`src/tmef_pkg.sv`:
```
// Shared types and constants for the n/3 majority element finder.
// Used by tmef_entry, tmef_cell and third_majority_element_finder_core.
package tmef_pkg;

    localparam int MAX_ITEMS_DEF = 1024;
    localparam int DATA_W        = 32;

    // What travels from one cell to the next in each cycle: at most one item
    // and at most one end-of-set request that collects the result.
    typedef struct packed {
        logic              item_vld;
        logic [DATA_W-1:0] item_value;
        logic              tok_vld;
        logic              tok_found;
        logic              tok_ovf;
        logic [DATA_W-1:0] tok_value;
    } t_link;

endpackage

```
`src/tmef_cell.sv`:
```
// One match-and-count cell: holds a distinct value and its count, absorbs
// matching items, and updates the passing end-of-set request. Uses tmef_pkg.
module tmef_cell #(
    parameter int CNT_W = 11
) (
    input  logic             i_clk,
    input  logic             i_rst_n,
    input  logic             i_en,
    input  tmef_pkg::t_link  i_link,
    input  logic [CNT_W-1:0] i_limit,
    output tmef_pkg::t_link  o_link,
    output logic [CNT_W-1:0] o_limit
);

    logic                          r_occ, n_occ;
    logic [tmef_pkg::DATA_W-1:0]   r_val, n_val;
    logic [CNT_W-1:0]              r_cnt, n_cnt;
    tmef_pkg::t_link               r_link, n_link;
    logic [CNT_W-1:0]              r_limit;
    logic                          hit;
    logic                          take;
    logic                          qual;

    assign hit  = i_link.item_vld && r_occ && (r_val == i_link.item_value);
    assign take = i_link.item_vld && !r_occ;

    always_comb begin
        n_occ = r_occ || take;
        n_val = take ? i_link.item_value : r_val;
        if (take) begin
            n_cnt = CNT_W'(1);
        end else if (hit) begin
            n_cnt = r_cnt + CNT_W'(1);
        end else begin
            n_cnt = r_cnt;
        end

        // the request sees this cell after any item riding with it
        qual = i_link.tok_vld && !i_link.tok_found && !i_link.tok_ovf
               && n_occ && (n_cnt > i_limit);

        n_link          = i_link;
        n_link.item_vld = i_link.item_vld && !hit && !take;
        if (qual) begin
            n_link.tok_found = 1'b1;
            n_link.tok_value = n_val;
        end

        // the set ends here: free the cell for the next one
        if (i_link.tok_vld) begin
            n_occ = 1'b0;
        end
    end

    always_ff @(posedge i_clk) begin
        if (!i_rst_n) begin
            r_occ           <= 1'b0;
            r_link.item_vld <= 1'b0;
            r_link.tok_vld  <= 1'b0;
        end else if (i_en) begin
            r_occ  <= n_occ;
            r_link <= n_link;
        end
    end

    always_ff @(posedge i_clk) begin
        if (i_en) begin
            r_val   <= n_val;
            r_cnt   <= n_cnt;
            r_limit <= i_limit;
        end
    end

    assign o_link  = r_link;
    assign o_limit = r_limit;

endmodule
```
`config.mk`:
```
export PLATFORM = sky130hd
export DESIGN_NAME = tmef_cell
export DESIGN_NICKNAME = d
export VERILOG_FILES = /design/src/tmef_pkg.sv /design/src/tmef_cell.sv
export SDC_FILE = /design/constraint.sdc
export NUM_CORES = 1
export LEC_CHECK = 0
export ABC_AREA = 0
export BUFFER_PORTS_ARGS = -buffer_cell sky130_fd_sc_hd__buf_2
export CAP_MARGIN = 0
export CELL_PAD_IN_SITES_DETAIL_PLACEMENT = 0
export CELL_PAD_IN_SITES_GLOBAL_PLACEMENT = 1
export CORE_ASPECT_RATIO = 0.6
export CORE_MARGIN = 5
export CORE_UTILIZATION = 42
export CTS_CLUSTER_DIAMETER = 200
export DETAILED_ROUTE_END_ITERATION = 12
export PLACE_DENSITY = 0.88
export SKIP_LAST_GASP = 1
export SYNTH_ARGS = -nofsm -noshare
export SYNTH_HDL_FRONTEND = slang
export SYNTH_SLANG_ARGS = --single-unit
```
`constraint.sdc`:
```
create_clock -name i_clk -period 5.1 [get_ports i_clk]
set_input_delay 1.02 -clock i_clk [delete_from_list [all_inputs] [get_ports i_clk]]
set_output_delay 1.02 -clock i_clk [all_outputs]
set_load 0.005 [all_outputs]
```
=== Yosys cells after proc, flatten, opt, wreduce, memory -nomap -nowiden ===
Index checks and enable logic that the tools add are counted.

* Input bits: 82
* Bits in registers: 123
* Word-level logic and storage cells: 34
* Output and inout port bits: 79

* Reduce and logical (&&, ||, !) cells: 16
* Mux-type cells: 5
* $lt $le $gt $ge: 1
* $add $sub $neg: 1
* Equality and inequality tests: 1

{| class="wikitable"
|+ Operator list
! cell !! count
|-
| $mux 32 || 2
|-
| $eq 32x32->1 || 1
|-
| $mux 11 || 2
|-
| $add 11x1->11 const B || 1
|-
| $gt 11x11->1 || 1
|-
| $logic_and 1x1->1 || 9
|-
| $logic_not 1->1 || 5
|-
| $reduce_and 2->1 || 1
|-
| $logic_or 1x1->1 || 1
|-
| $mux 1 || 1
|}

=== Logic depth before layout (Yosys ltp) ===
* Word-level depth: 7
* Mapped depth: 13
* Depth with buffers taken out: 11

=== Worst setup path before layout ===
Ideal clock, no wire load.

* Path type: input-to-reg
* Start: input i_link[54] in the netlist's numbering
* End: register r_link, in the netlist o_link[10], data pin
* Arrival: 3728 ps
* Library setup time: 260 ps
* Path buffers: 1
* Path slack: 1111 ps
* Stages on the path: 12
* Cell sequence: xor2_1 > nor4_1 > nand4_1 > o311a_1 > a221o_1 > ha_1 > and4_1 > nand2_1 > o221ai_1 > a31oi_4 > buf_6 > mux2_4

{| class="wikitable"
|+ RTL lines
! what !! RTL line !! source
|-
| start: declaration || tmef_cell.sv:9 || <nowiki>input tmef_pkg::t_link i_link,</nowiki>
|-
| end signal: assignment || tmef_cell.sv:62 || <nowiki>r_link <= n_link;</nowiki>
|-
| end: declaration || tmef_cell.sv:18 || <nowiki>tmef_pkg::t_link r_link, n_link;</nowiki>
|}

==> metrics <==
status=completed; reported leakage power=2.947 nW; Power Dens Cells=373.6 nW/um^2; number of cells traversed by the worst hold path=2; instance area after placement=6720 sq um; Routed wire per std cell=18.69 um; number of clock buffers inserted by TritonCTS=17; DRT Wirelength=13590 um; number of distinct standard cells referenced by the synthesized netlist=45; Detailed Routing Iterations Pass 1=5; kind of capture point of the worst setup path=flop; Root Buffer=sky130_fd_sc_hd__clkbuf_16; Relative slew margins=38.61%; aggregate global routing overflow=0; Core Region=13500 sq um; post-layout net count=633; worst supply voltage drop on vdd=212.8 uV; CP Buf/Inv Count=3; Area Overhead vs Synth=28.68%; hold-fix buffers at CTS=0; transition time of the tightest slew-check pin=0.9209 ns; antenna diode instance count=0; worst-path cell chain=buf_2, xor2_1, nor4_1, buf_4, and4_1, a21oi_1, a221o_1, ha_1, nor2b_1, o21a_1, o21ai_0, a31oi_4, buf_4, mux2_1; Power Internal=0.002131 W; pin count of the biggest net entering global routing=67; sum of negative setup slack=0 ns; Hold Path End=o_link[67]; FP Rows=33; via count of the first global-routing pass=3856; DP HPWL=9632 um; count of pins over their slew limit=0; R2R setup slack=1.03 ns; clock net sink count=123; Reg-to-Reg End=o_link[23]; startpoint of the lowest-slack hold path=o_link[67]; most used cell along the critical path=sky130_fd_sc_hd__buf_4; number of flops mapped to enable cells by yosys=120; cells taking the most area after synthesis=sky130_fd_sc_hd__edfxtp_1 (63%), sky130_fd_sc_hd__mux2_2 (6.9%), sky130_fd_sc_hd__mux2_4 (5.3%); sequential fraction of the synthesis area=64.20%; number of levels in the clock H-tree=4; CP max stage cell=sky130_fd_sc_hd__o21ai_0; fraction of registers with async set or reset after synthesis=0%; Req. time, crit path=5.25 ns; clock buffer depth=2; Final setup violation count=0; Main synth FF type=sky130_fd_sc_hd__edfxtp_1; number of register bits inferred by synthesis=123; class of the tightest hold or removal check=flop to flop; proportion of total power due to net switching=22.30%; DR vias=3761; Worst R2R Path Depth=13; share of total power in sequential cells=44.5%; count of mapped cells out of synthesis=365; Synth Net Count=459; global-route wire length before repair=21000 um; Final min period=4.398 ns; CTS clock-pin slew for the worst setup and hold paths=0.05 ns; kind of start point of the critical path=input port; final core area utilization=54.39%; effective utilization at floorplan=42.27%; count of antenna-violating nets left after detailed routing=0; Logic pwr share=9.5%; Final Hold Vio Count=0; Port-buffer cells=160; critical-path maximum fanout=13; antenna violations before repair=1; Net Sw Power=0.0006117 W; PostCTS Resize Cnt=0; die extent in y=100.3 um; area share of the largest cell type after synthesis=63.14%; number of top-level pins=161; max frequency=227.4 MHz; DR DRC count=0; TritonCTS clock tree=yes; Clock Latency Late Sink=0.41 ns; number of vias per cell after detailed routing=5.173; clk_skew=0.009045 ns; postcts setup bufs=0; largest area contributor in the netlist=sky130_fd_sc_hd__edfxtp_1; overall global routing resource usage=16.85%; placer congestion estimate=0.8286; Post-Synthesis Cell Area=5707 sq um; layout cells sized above 1=47.64%; mean cell area of the mapped netlist=15.63 sq um; RSZ-0062 raised after global routing=no; Post-Layout Inst Area=7343 sq um; warnings from Yosys=0; worst reg2reg path startpoint=r_val[29]; chip width=160.5 um; area of the die=16100 sq um; share of total power in the clock network=46.0%; Final Cycle Share=86.24%; maximum cell stage delay along the critical path=0.46 ns; family with the most delay on the worst path=compound AO/OA/AOI/OAI gates; arrival time worst endpoint=4.55 ns; critical setup path kind=input port to flop; total of max-cap violations=0; Initial DRC Count=199
through the flow:
stage          worst slack (ns)  total power [W]  hold WS, ns  cells
2_1_floorplan             1.111         0.001368       0.4579    365
3_3_place_gp             0.3475         0.001492       0.4587    695
3_5_place_dp             0.4030         0.001503       0.4650    695
4_1_cts                  0.7822         0.002772       0.4734    727
5_1_grt                  0.5880         0.002851       0.4980    727
6_report                 0.7018         0.002743       0.4699    727
power by group through the flow:
stage | Combinational [W] | Clock (W) | Sequential (W)
CTS | 0.000263 | 0.00129 | 0.00122
floorplan | 0.000129 | 0 | 0.00124
detailed placement | 0.000261 | 0 | 0.00124
global placement | 0.000253 | 0 | 0.00124
finish | 0.000260 | 0.00126 | 0.00122
global route | 0.000285 | 0.00134 | 0.00123
cell usage in the layout, fill, tap and decap left out, types with 6 or more instances in the layout:
master	netlist	routed
sky130_fd_sc_hd__ha_1	12	12
sky130_fd_sc_hd__nor4_1	9	9
sky130_fd_sc_hd__mux2_1	9	9
sky130_fd_sc_hd__xor2_1	32	32
sky130_fd_sc_hd__nand3_1	9	9
sky130_fd_sc_hd__nand2_1	17	17
sky130_fd_sc_hd__buf_2	6	160
sky130_fd_sc_hd__mux2_2	35	35
sky130_fd_sc_hd__clkbuf_16	0	17
sky130_fd_sc_hd__edfxtp_1	120	120
sky130_fd_sc_hd__buf_4	1	7
sky130_fd_sc_hd__nor3_1	6	6
sky130_fd_sc_hd__a21oi_1	10	10
sky130_fd_sc_hd__mux2_4	20	20
sky130_fd_sc_hd__inv_1	13	13
state kept, by name (all words and copies together), names as in the netlist:
register	count
r_cnt	11
r_occ	1
o_limit	11
r_val	32
o_link	68
tightest hold or removal path: cells and delay by family, from the launching register on:
family | cells | cell delay (ns)
compound gates | 1 | 0.05
flops | 1 | 0.31
simple gates | 1 | 0.07
synthesized netlist by cell type, drive strengths merged (2+ instances only):
| library cell | number |
|---|---|
| a21o | 2 |
| a21oi | 10 |
| a221o | 4 |
| a31o | 2 |
| a31oi | 5 |
| and2 | 2 |
| and3 | 2 |
| and4 | 4 |
| buf | 10 |
| clkbuf | 3 |
| dfxtp | 3 |
| edfxtp | 120 |
| ha | 12 |
| inv | 13 |
| mux2 | 64 |
| nand2 | 17 |
| nand2b | 5 |
| nand3 | 9 |
| nand4 | 3 |
| nor2 | 4 |
| nor2b | 4 |
| nor3 | 6 |
| nor4 | 10 |
| o211ai | 4 |
| o21ai | 3 |
| o311a | 2 |
| xor2 | 32 |
metal layers:
| metal | wire, um | global-route usage [%] | vias to the layer above |
|---|---|---|---|
| li1 | - | - | 1764 |
| met1 | 6471 | 23.67 | 1851 |
| met2 | 5947 | 24.58 | 132 |
| met3 | 1054 | 6.278 | 12 |
| met4 | 99 | 4.825 | 2 |
| met5 | 13 | 0 | - |
logic make-up after synthesis:
family | share of synthesized area [%]
AO/OA/AOI/OAI | 5.021
XOR/XNOR | 4.911
multiplexers | 14.12
adder cells (fa/ha/maj) | 2.631
buffers and inverters | 2.324
AND/OR/NAND/NOR | 6.797
flip-flops | 64.20
final cells by class:
type / count / area [sq um]
clock buffers: 17 / 425.4
clock inverters: 15 / 197.7
fillers: 1110 / 6158
inverters: 13 / 48.80
multi-input cells: 216 / 1916
flip-flops and latches: 123 / 3664
well taps: 175 / 219.0
repair buffers: 168 / 873.3
worst max-delay path by stage:
stage / startpoint / endpoint / slack [ns] / depth (start not counted)
finish: i_link[64] / o_link[23] / 0.70 / 14
global route: i_link[58] / o_link[23] / 0.59 / 13
CTS: i_link[58] / o_link[25] / 0.78 / 13
global placement: i_link[58] / o_link[28] / 0.35 / 13
detailed placement: i_link[58] / o_link[23] / 0.40 / 13
floorplan: i_link[54] / o_link[10] / 1.11 / 12
(Power assumes the default switching activity.)
