**config.mk**
```make
export PLATFORM = sky130hd
export DESIGN_NAME = tmef_entry
export DESIGN_NICKNAME = d
export VERILOG_FILES = /design/src/tmef_pkg.sv /design/src/tmef_entry.sv
export SDC_FILE = /design/constraint.sdc
export NUM_CORES = 1
export LEC_CHECK = 0
export ABC_AREA = 1
export BUFFER_PORTS_ARGS = -buffer_cell sky130_fd_sc_hd__buf_2
export CAP_MARGIN = 30
export CORE_MARGIN = 10
export CORE_UTILIZATION = 45
export CTS_CLUSTER_SIZE = 20
export DETAILED_ROUTE_END_ITERATION = 10
export PLACE_DENSITY = 0.79
export SYNTH_ARGS = -nofsm -noshare
export SYNTH_HDL_FRONTEND = slang
export SYNTH_SLANG_ARGS = --single-unit
```
**constraint.sdc**
```tcl
create_clock -name i_clk -period 1.8 [get_ports i_clk]
set_input_delay 0.09 -clock i_clk [delete_from_list [all_inputs] [get_ports i_clk]]
set_output_delay 0.09 -clock i_clk [all_outputs]
set_load 0.05 [all_outputs]
```
**src/tmef_pkg.sv**
```systemverilog
// Shared types and constants for the n/3 majority element finder.
// Used by tmef_entry, tmef_cell and third_majority_element_finder_core.
package tmef_pkg;

    localparam int MAX_ITEMS_DEF = 1024;
    localparam int DATA_W        = 32;

    // What travels from one cell to the next in each cycle: at most one item
    // and at most one end-of-set request that collects the result.
    typedef struct packed {
        logic              item_vld;
        logic [DATA_W-1:0] item_value;
        logic              tok_vld;
        logic              tok_found;
        logic              tok_ovf;
        logic [DATA_W-1:0] tok_value;
    } t_link;

endpackage

```
**src/tmef_entry.sv**
```systemverilog
// Entry stage of the finder: counts the items of a set, drops overflow items,
// keeps floor(n/3) and launches the end-of-set request. Uses tmef_pkg.
module tmef_entry #(
    parameter int MAX_ITEMS = tmef_pkg::MAX_ITEMS_DEF,
    parameter int CNT_W     = $clog2(MAX_ITEMS + 1)
) (
    input  logic                      i_clk,
    input  logic                      i_rst_n,
    input  logic                      i_acc,
    input  logic [tmef_pkg::DATA_W-1:0] i_value,
    input  logic                      i_last,
    output tmef_pkg::t_link           o_link,
    output logic [CNT_W-1:0]          o_limit
);

    logic [CNT_W-1:0] r_seen, n_seen;
    logic [CNT_W-1:0] r_quo, n_quo;
    logic [1:0]       r_rem, n_rem;
    logic             r_ovf, n_ovf;
    logic             full;
    logic             take_item;
    logic [CNT_W-1:0] quo_upd;
    logic [1:0]       rem_upd;

    assign full      = (r_seen == CNT_W'(MAX_ITEMS));
    assign take_item = i_acc && !full;

    // floor(n/3) kept incrementally as quotient and remainder
    always_comb begin
        if (r_rem == 2'd2) begin
            rem_upd = 2'd0;
            quo_upd = r_quo + CNT_W'(1);
        end else begin
            rem_upd = r_rem + 2'd1;
            quo_upd = r_quo;
        end
    end

    always_comb begin
        n_seen = r_seen;
        n_quo  = r_quo;
        n_rem  = r_rem;
        n_ovf  = r_ovf;
        if (i_acc) begin
            if (take_item) begin
                n_seen = r_seen + CNT_W'(1);
                n_quo  = quo_upd;
                n_rem  = rem_upd;
            end else begin
                n_ovf = 1'b1;
            end
            if (i_last) begin
                n_seen = '0;
                n_quo  = '0;
                n_rem  = '0;
                n_ovf  = 1'b0;
            end
        end
    end

    always_ff @(posedge i_clk) begin
        if (!i_rst_n) begin
            r_seen <= '0;
            r_quo  <= '0;
            r_rem  <= '0;
            r_ovf  <= 1'b0;
        end else begin
            r_seen <= n_seen;
            r_quo  <= n_quo;
            r_rem  <= n_rem;
            r_ovf  <= n_ovf;
        end
    end

    always_comb begin
        o_link.item_vld   = take_item;
        o_link.item_value = i_value;
        o_link.tok_vld    = i_acc && i_last;
        o_link.tok_found  = 1'b0;
        o_link.tok_ovf    = r_ovf || (i_acc && full);
        o_link.tok_value  = '0;
        o_limit           = take_item ? quo_upd : r_quo;
    end

endmodule

```
==> Yosys cells after proc, flatten, opt, wreduce, memory -nomap -nowiden <==
Cells that the tools add are included.
{ "word_totals": {"reg_bits": 25, "inputBits": 36, "output_inout_bits": 79, "wordCells": 28} }
{ "op_classes": {"addsub": 3, "eq_ne": 3, "n_mux": 10, "reduce_logical": 8} }
{ "ops": {"columns": ["cell", "n"], "rows": [
  ["11-bit two-way mux", 5],
  ["11-bit by 1-bit adder with 11-bit output (second input constant)", 2],
  ["11-bit equality test (second input constant)", 1],
  ["2-bit two-way mux", 3],
  ["2-bit AND reduction", 2],
  ["1-bit logical AND", 3],
  ["2-bit by 1-bit adder with 2-bit output (second input constant)", 1],
  ["2-bit equality test (second input constant)", 1],
  ["1-bit two-way mux", 2],
  ["2-bit inequality test (second input constant)", 1],
  ["2-bit nonzero test", 1],
  ["1-bit logical NOT", 1],
  ["1-bit logical OR", 1]
]} }

==> Depth between registers and ports, before layout <==
Gate-level depths: netlist of run 1.
{ "depth": {"word_depth": 5, "ltp_mapped": 11, "depth_no_buf": 11} }

==> Worst setup path before layout of run 1 <==
OpenSTA, ideal clock, no wires.
{ "synth_timing": {"path_kind": "register to register", "from": "register r_seen[0]", "to": "register r_ovf", "setup_time_ps": 69, "arrival_ps": 1787, "required_ps": 1731, "path_slack_ps": -56, "path_stages_with_launch": 9, "n_path_buf": 0, "period_less_slack_ps": 1856, "path_cell_list": "dfxtp_1 inv_1 ha_1 nand2_1 nor2_1 nand2_2 o21bai_1 nand2_1 nor2_1"} }
{ "synth_between": {"elab_chain_len": 5} }
{ "synth_rtl": {"columns": ["element", "line", "rtl"], "rows": [
  ["from (decl)", "tmef_entry.sv:16", "logic [CNT_W-1:0] r_seen, n_seen;"],
  ["from (signal assigned)", "tmef_entry.sv:68", "r_seen <= n_seen;"],
  ["11-bit equality test", "tmef_entry.sv:25", "assign full = (r_seen == CNT_W'(MAX_ITEMS));"],
  ["1-bit logical NOT", "tmef_entry.sv:26", "assign take_item = i_acc && !full;"],
  ["1-bit logical AND", "tmef_entry.sv:26", null],
  ["2-bit inequality test (no line)", null, null],
  ["2-bit AND reduction (no line)", null, null],
  ["to (signal assigned)", "tmef_entry.sv:71", "r_ovf <= n_ovf;"],
  ["to (decl)", "tmef_entry.sv:19", "logic r_ovf, n_ovf;"]
]} }
No other way between the ends.
A chain may end at the register's enable or synchronous reset.

==> Worst setup path in the final report of run 1 <==
{ "layout_timing": {"from": "register r_seen[0]", "to": "output o_limit[10]"} }
{ "layout_between": {"elab_chain_len": 4} }
{ "layout_rtl": {"columns": ["element", "line", "rtl"], "rows": [
  ["11-bit equality test", "tmef_entry.sv:25", null],
  ["1-bit logical NOT", "tmef_entry.sv:26", null],
  ["1-bit logical AND", "tmef_entry.sv:26", null],
  ["11-bit two-way mux", null, null],
  ["to (decl)", "tmef_entry.sv:13", "output logic [CNT_W-1:0] o_limit"]
]} }
No other way between the ends.

==> results.py, run 1 <==
metrics = {
    "cts": {
        "clk_path_buf_depth": 2,
        "numCtsBuffers": 3,
        "cts_root_buf": "clkbuf_8",
        "cts_sinks": 25,
        "cts_tree": "yes",
        "clk_latency_ns": 0.28,
        "postCtsHoldBufs": 0,
        "h-tree-depth": 1,
        "path_clk_slew_ns": 0.08,
    },
    "logic_synthesis": {
        "synth_common_cells": "nand2_1, buf_4, dfxtp_1, inv_1, a21oi_1",
        "async_flop_share_pct": 0,
        "yosys-top-cells-area": "buf_4, dfxtp_1, nand2_1",
        "synth_seq_area_share_pct": 23.9,
        "yosysTopAreaCellShare_pct": 24.1,
        "syn_area_sq_um": 2090,
        "yosysUniqueCellTypes": 27,
        "post-synth-top-count-cell": "nand2_1",
        "synth_seq_cells": 25,
        "ys.flop_type": "dfxtp_1",
        "synth_cells": 316,
        "synth_top_area_cell": "buf_4",
        "ys_warn_count": 0,
        "synth-edff-count": 0,
        "avgSynthCellArea_sq_um": 6.62,
    },
    "worst_setup_path": {
        "critPathSlowestCell": "dfxtp_2",
        "r2r_slack_ns": 0.07,
        "cpLargestDelayFamily": "simple AND/OR/NAND/NOR gates",
        "rr_endpoint": "r_seen[2]",
        "crit_chain": "inv_4 > ha_4 > nand3_1 > nor2_2 > nor2_4 > buf_12 > nand3_2 > nand2_1 > and2_4 > buf_6",
        "max_stage_delay_ns": 0.36,
        "path_buf_inv": 3,
        "setup.worst_path.start_class": "flip-flop",
        "rr_worst_depth": 11,
        "critical_path_class": "reg -> out",
        "r2r_start": "r_seen[10]",
        "cp.depth": 10,
        "cp.arrival_ns": 1.72,
        "worst_setup_path_end_kind": "output port",
        "required_ns": 1.71,
        "critPathMaxFanout": 9,
    },
    "cells_and_area": {
        "drive_above_1_share_pct": 29.2,
        "final_cells": 367,
        "finish.utilization_pct": 50.6,
        "antenna_cells": 0,
        "area_growth_pct": 6.76,
        "final_nets": 355,
    },
    "global_routing": {
        "grt_max_degree": 15,
        "antenna_found_initial": 0,
        "overflow": 0,
        "track_usage_pct": 11.3,
        "grt_pass1_wl_um": 7350,
        "grt_pass1_vias": 1700,
    },
    "die": {
        "placementRows": 24,
        "die_h_um": 88.2,
        "die-area_sq_um": 7770,
        "core_sq_um": 4410,
        "start_util_pct": 47.4,
        "ios": 115,
        "die_x_um": 88.2,
    },
    "power": {
        "power_leakage_nw": 1.01,
        "power_density_nw_per_um2": 531,
        "ir_drop_mv": 0.339,
        "p_total_mw": 1.18,
    },
    "drt": {
        "route.detailed.wl_per_inst_um": 13.5,
        "first_iter_violations": 166,
        "detail-route-antenna-nets": 0,
        "via_count": 1797,
        "via_per_inst": 4.90,
        "firstDrtPassIters": 5,
        "wirelength_um": 4940,
        "drc_errors": 0,
    },
    "status": {
        "status": "finished, violations left",
        "violations": "negative setup slack",
    },
    "placed_design": {
        "numPortBuffers": 17,
        "numPlacedInstances": 348,
        "pre_cts_ws_ns": 0.0348,
        "dpl.hpwl_um": 3220,
        "routabilityCongestion": 0.884,
    },
    "timing": {
        "period_minus_slack_ns": 1.81,
        "timing.setup.tns_ns": -0.00673,
        "setup_viol_count_final": 3,
        "hold_viol": 0,
        "fin_ws_ns": -0.00546,
        "slew_violations": 0,
        "skew_ns": 0.00900,
        "finalCritPeriodShare_pct": 100,
        "fmax_mhz": 554,
        "rsz0062_at_grt": "yes",
    },
    "min_path": {
        "holdCritPathClass": "in -> reg",
        "whs_path_depth": 3,
        "worstHoldStart": "i_rst_n",
        "min_to": "r_ovf",
    },
    "job": {
        "max_cap_violations": 0,
    },
}
==> worst max path at each step <==
stage,startpoint,to,slack [ns]
detailed placement,r_seen[0],o_limit[10],0.03
CTS,r_quo[0],o_limit[7],-0.004
finish,r_seen[0],o_limit[10],-0.005
global placement,r_seen[0],o_limit[10],0.10
floorplan,r_quo[0],r_quo[6],0.1
global route,r_seen[10],o_limit[10],-0.08
==> state kept, by name, summed over array words and instances (netlist names) <==
name    cells
r_seen     11
r_ovf       1
r_quo      11
r_rem       2
==> cell type report <==
class                      count  area, sq um
inverter                      26          100
fill                         415         2180
sequential                    25          515
tap                           52         65.1
clock buffer                   3         41.3
clock inverter                 1         5.00
timing repair buffer          36          328
multi-input combinational    224         1180
==> metal layers <==
metal	global-route usage, %	share of wire, %
met3	3.25	11
met2	19.0	48
met1	12.9	39
met5	0	0
met4	5.28	2.0
==> tightest hold or removal path, cell delays in order <==
cell	delay, ns
buf_2	0.15
nand2_1	0.07
nor2_1	0.03
==> cells by family after synthesis <==
family	count (synthesis)	share of synthesized area, %
buffers and inverters	99	30.9
AOI/OAI and AO/OA	33	8.50
other	1	0.179
xor gates and xnor gates	3	1.26
adders and majority gates	3	1.80
DFF	25	23.9
and+or+nand+nor	152	33.5
==> cells in the final DEF (no fill, tap or decap), drive strengths merged <==
| master | count |
|---|---|
| a211oi | 1 |
| xor2 | 2 |
| nand2 | 96 |
| and2 | 3 |
| clkinv | 1 |
| xnor2 | 1 |
| dfxtp | 25 |
| a21oi | 23 |
| ha | 3 |
| clkbuf | 3 |
| buf | 36 |
| conb | 33 |
| o21bai | 1 |
| o21ai | 8 |
| nor2 | 26 |
| nor3 | 3 |
| nand3 | 18 |
| inv | 26 |
| nand4 | 6 |
==> repair_timing <==
item / 4_1_cts / 5_1_grt
pin swaps: 5 / 12
gates resized for setup: 28 / 42
endpoints found under the hold margin: 0 / 0
endpoints found under the setup margin: 12 / 24
buffers inserted: 8 / 7
==> power by group <==
group          switching (mW)  internal [mW]  leakage (nW)  total [mW]
Clock                   0.195          0.156        0.0255       0.350
Sequential            0.00431          0.554         0.206       0.559
Combinational           0.234         0.0418         0.782       0.276
==> stage by stage <==
| step | hold WS [ns] | instance area, sq um |
|---|---|---|
| 2_1_floorplan | 0.213 | 2210 |
| 3_3_place_gp | 0.180 | 1850 |
| 3_5_place_dp | 0.180 | 1850 |
| 4_1_cts | 0.0955 | 2050 |
| 5_1_grt | 0.123 | 2230 |
| 6_report | 0.100 | 2230 |
Note: power is estimated with default switching activity, not from simulation.
==> run 2: changes to the inputs <==
Settings changed: CORE_UTILIZATION 45 to 49, PLACE_DENSITY 0.79 to 0.85.
Clock period 1.8 ns to 2.2 ns, I/O delays scaled along.
==> run 2 against run 1 <==
Against the previous run: the flow now finishes without violations; clock skew down 0.0047 ns; largest cell class unchanged; total power down 21%; count of clock-buffer cells in the layout unchanged; worst hold slack better by 0.0091 ns; sequential cell count unchanged; critical path type unchanged; final cell count down 4.6%; largest power group unchanged; routed wire length down 17%; highest routed layer unchanged; critical endpoint unchanged.
==> results.py, run 2 (synthesis gave the netlist of run 1 again) <==
metrics = {
    "global_routing": {
        "grt_max_degree": 21,
        "track_usage_pct": 10.7,
        "overflow": 0,
        "antenna_found_initial": 0,
        "grt_pass1_wl_um": 6840,
        "grt_pass1_vias": 1586,
    },
    "worst_setup_path": {
        "path_buf_inv": 1,
        "critPathMaxFanout": 5,
        "r2r_slack_ns": 0.36,
        "r2r_start": "r_seen[0]",
        "max_stage_delay_ns": 0.40,
        "required_ns": 2.09,
        "critical_path_class": "reg -> out",
        "rr_endpoint": "r_seen[0]",
        "rr_worst_depth": 10,
        "crit_chain": "ha_1 > nand2_1 > nor2_2 > nand2_1 > nor2_8 > nand3_2 > nand2_1 > and2_1 > buf_2",
        "cp.arrival_ns": 1.89,
        "worst_setup_path_end_kind": "output port",
        "critPathSlowestCell": "dfxtp_1",
        "cp_common_cell": "nand2_1",
        "setup.worst_path.start_class": "flip-flop",
        "cpLargestDelayFamily": "simple AND/OR/NAND/NOR gates",
        "critPathLaunch": "r_quo[0]",
    },
    "cells_and_area": {
        "antenna_cells": 0,
        "layout_common_cells": "nand2_1, conb_1, inv_1, dfxtp_1, a21oi_1",
        "final_cells": 350,
        "drive_above_1_share_pct": 15.0,
        "finish.utilization_pct": 46.5,
        "final_nets": 340,
        "final_common_cell": "nand2_1",
        "area_growth_pct": -9.75,
        "reg.largest.list": "r_quo x11, r_seen x11, r_rem x2",
    },
    "cts": {
        "path_clk_slew_ns": 0.09,
        "cts_root_buf": "clkbuf_8",
        "h-tree-depth": 1,
        "cts-resized-gates": 0,
        "clk_path_buf_depth": 2,
        "postCtsHoldBufs": 0,
        "numCtsBuffers": 3,
        "cts_sinks": 25,
        "clk_latency_ns": 0.27,
        "cts_tree": "yes",
    },
    "power": {
        "p_seq_share_pct": 48.7,
        "power_leakage_nw": 0.889,
        "comb_power_share_pct": 21.2,
        "internal-power_mw": 0.602,
        "p_switching_mw": 0.339,
        "swShare_pct": 36.0,
        "pwr-share-clk_pct": 30.1,
        "ir_drop_mv": 0.280,
        "power_density_nw_per_um2": 499,
    },
    "die": {
        "die_x_um": 85.3,
        "start_util_pct": 51.5,
        "die-area_sq_um": 7280,
        "die_h_um": 85.3,
        "core_sq_um": 4060,
        "ios": 115,
        "placementRows": 23,
    },
    "placed_design": {
        "routabilityCongestion": 0.835,
        "numPortBuffers": 17,
        "numPlacedInstances": 343,
        "dpl.hpwl_um": 3020,
    },
    "drt": {
        "via_count": 1673,
        "first_iter_violations": 121,
        "detail-route-antenna-nets": 0,
        "firstDrtPassIters": 4,
        "route.detailed.wl_per_inst_um": 11.7,
        "drc_errors": 0,
        "wirelength_um": 4100,
        "via_per_inst": 4.78,
    },
    "timing": {
        "rsz0062_at_grt": "no",
        "finalCritPeriodShare_pct": 91.1,
        "timing.setup.tns_ns": 0,
        "slew_violations": 0,
        "slew_headroom_pct": 53.6,
        "hold_viol": 0,
        "worst_pin_slew_ns": 0.695,
        "period_minus_slack_ns": 2.00,
        "skew_ns": 0.00432,
        "fmax_mhz": 499,
        "setup_viol_count_final": 0,
    },
    "min_path": {
        "holdCritPathClass": "in -> reg",
        "worstHoldStart": "i_rst_n",
        "min_to": "r_ovf",
        "whs_path_depth": 3,
    },
    "status": {
        "status": "finished, final reports clean",
    },
    "job": {
        "max_cap_violations": 0,
    },
}
-- run 2: cell types whose count changed in the layout (fill, tap and decap cells not counted), moves of 3 or more --
cell / before / now
inv_1: 22 / 25
buf_6: 6 / 0
buf_2: 6 / 17
nand2_1: 79 / 88
buf_8: 5 / 0
buf_4: 18 / 4
nor2_1: 16 / 20
nand2_4: 3 / 0
dfxtp_1: 17 / 25
dfxtp_2: 6 / 0
nand2_2: 14 / 8
-- run 2: power groups by stage --
| stage | logic [mW] | clock network, mW | registers [mW] |
|---|---|---|---|
| detailed placement | 0.192 | 0 | 0.469 |
| finish | 0.200 | 0.283 | 0.458 |
| global placement | 0.192 | 0 | 0.469 |
| floorplan | 0.382 | 0 | 0.468 |
| global route | 0.212 | 0.305 | 0.459 |
| CTS | 0.193 | 0.290 | 0.458 |
-- run 2: what timing repair did --
item / 4_1_cts / 5_1_grt
endpoints found under the setup margin: 0 / 2
buffers inserted: 0 / 3
hold endpoints to repair: 0 / 0
-- run 2: layout make-up --
class | count | area [sq um]
Clock inverter | 1 | 5.00
Clock buffer | 3 | 41.3
Inverter | 26 | 97.6
Multi-Input combinational cell | 224 | 1060
Timing Repair Buffer | 21 | 115
Tap cell | 50 | 62.6
Sequential cell | 25 | 500
Fill cell | 423 | 2170
-- run 2: stage by stage --
stage	cell area, sq um	power (mW)	hold WS [ns]	setup slack, ns
2_1_floorplan	2210	0.850	0.233	0.344
3_3_place_gp	1820	0.660	0.220	0.487
3_5_place_dp	1820	0.661	0.220	0.421
4_1_cts	1860	0.941	0.105	0.102
5_1_grt	1890	0.975	0.128	0.0172
6_report	1890	0.941	0.109	0.197
-- run 2: worst max-delay path by stage --
| stage | endpoint | slack [ns] | depth (start not counted) |
|---|---|---|---|
| 4_1_cts | o_limit[10] | 0.10 | 8 |
| 6_report | o_limit[10] | 0.20 | 9 |
| 5_1_grt | o_limit[10] | 0.02 | 9 |
| 3_3_place_gp | o_limit[10] | 0.49 | 8 |
| 2_1_floorplan | r_ovf | 0.34 | 8 |
| 3_5_place_dp | o_limit[10] | 0.42 | 8 |
-- run 2: routing by layer --
layer	track usage, %	up-vias	wire, um	share of wire [%]
li1	-	854	-	-
met1	12.1	750	1800	44
met2	17.9	58	1880	46
met3	3.35	11	359	8.7
met4	4.94	0	68	1.7
met5	0	-	0	0
-- run 2: worst register-to-register path: stages, from the launching register on --
cell,delay (ns)
dfxtp_1,0.33
inv_1,0.10
ha_1,0.18
nand3_1,0.10
nor2_2,0.17
nor2_4,0.05
buf_4,0.17
buf_4,0.14
nor2_4,0.24
nor2_1,0.07
a211oi_1,0.20
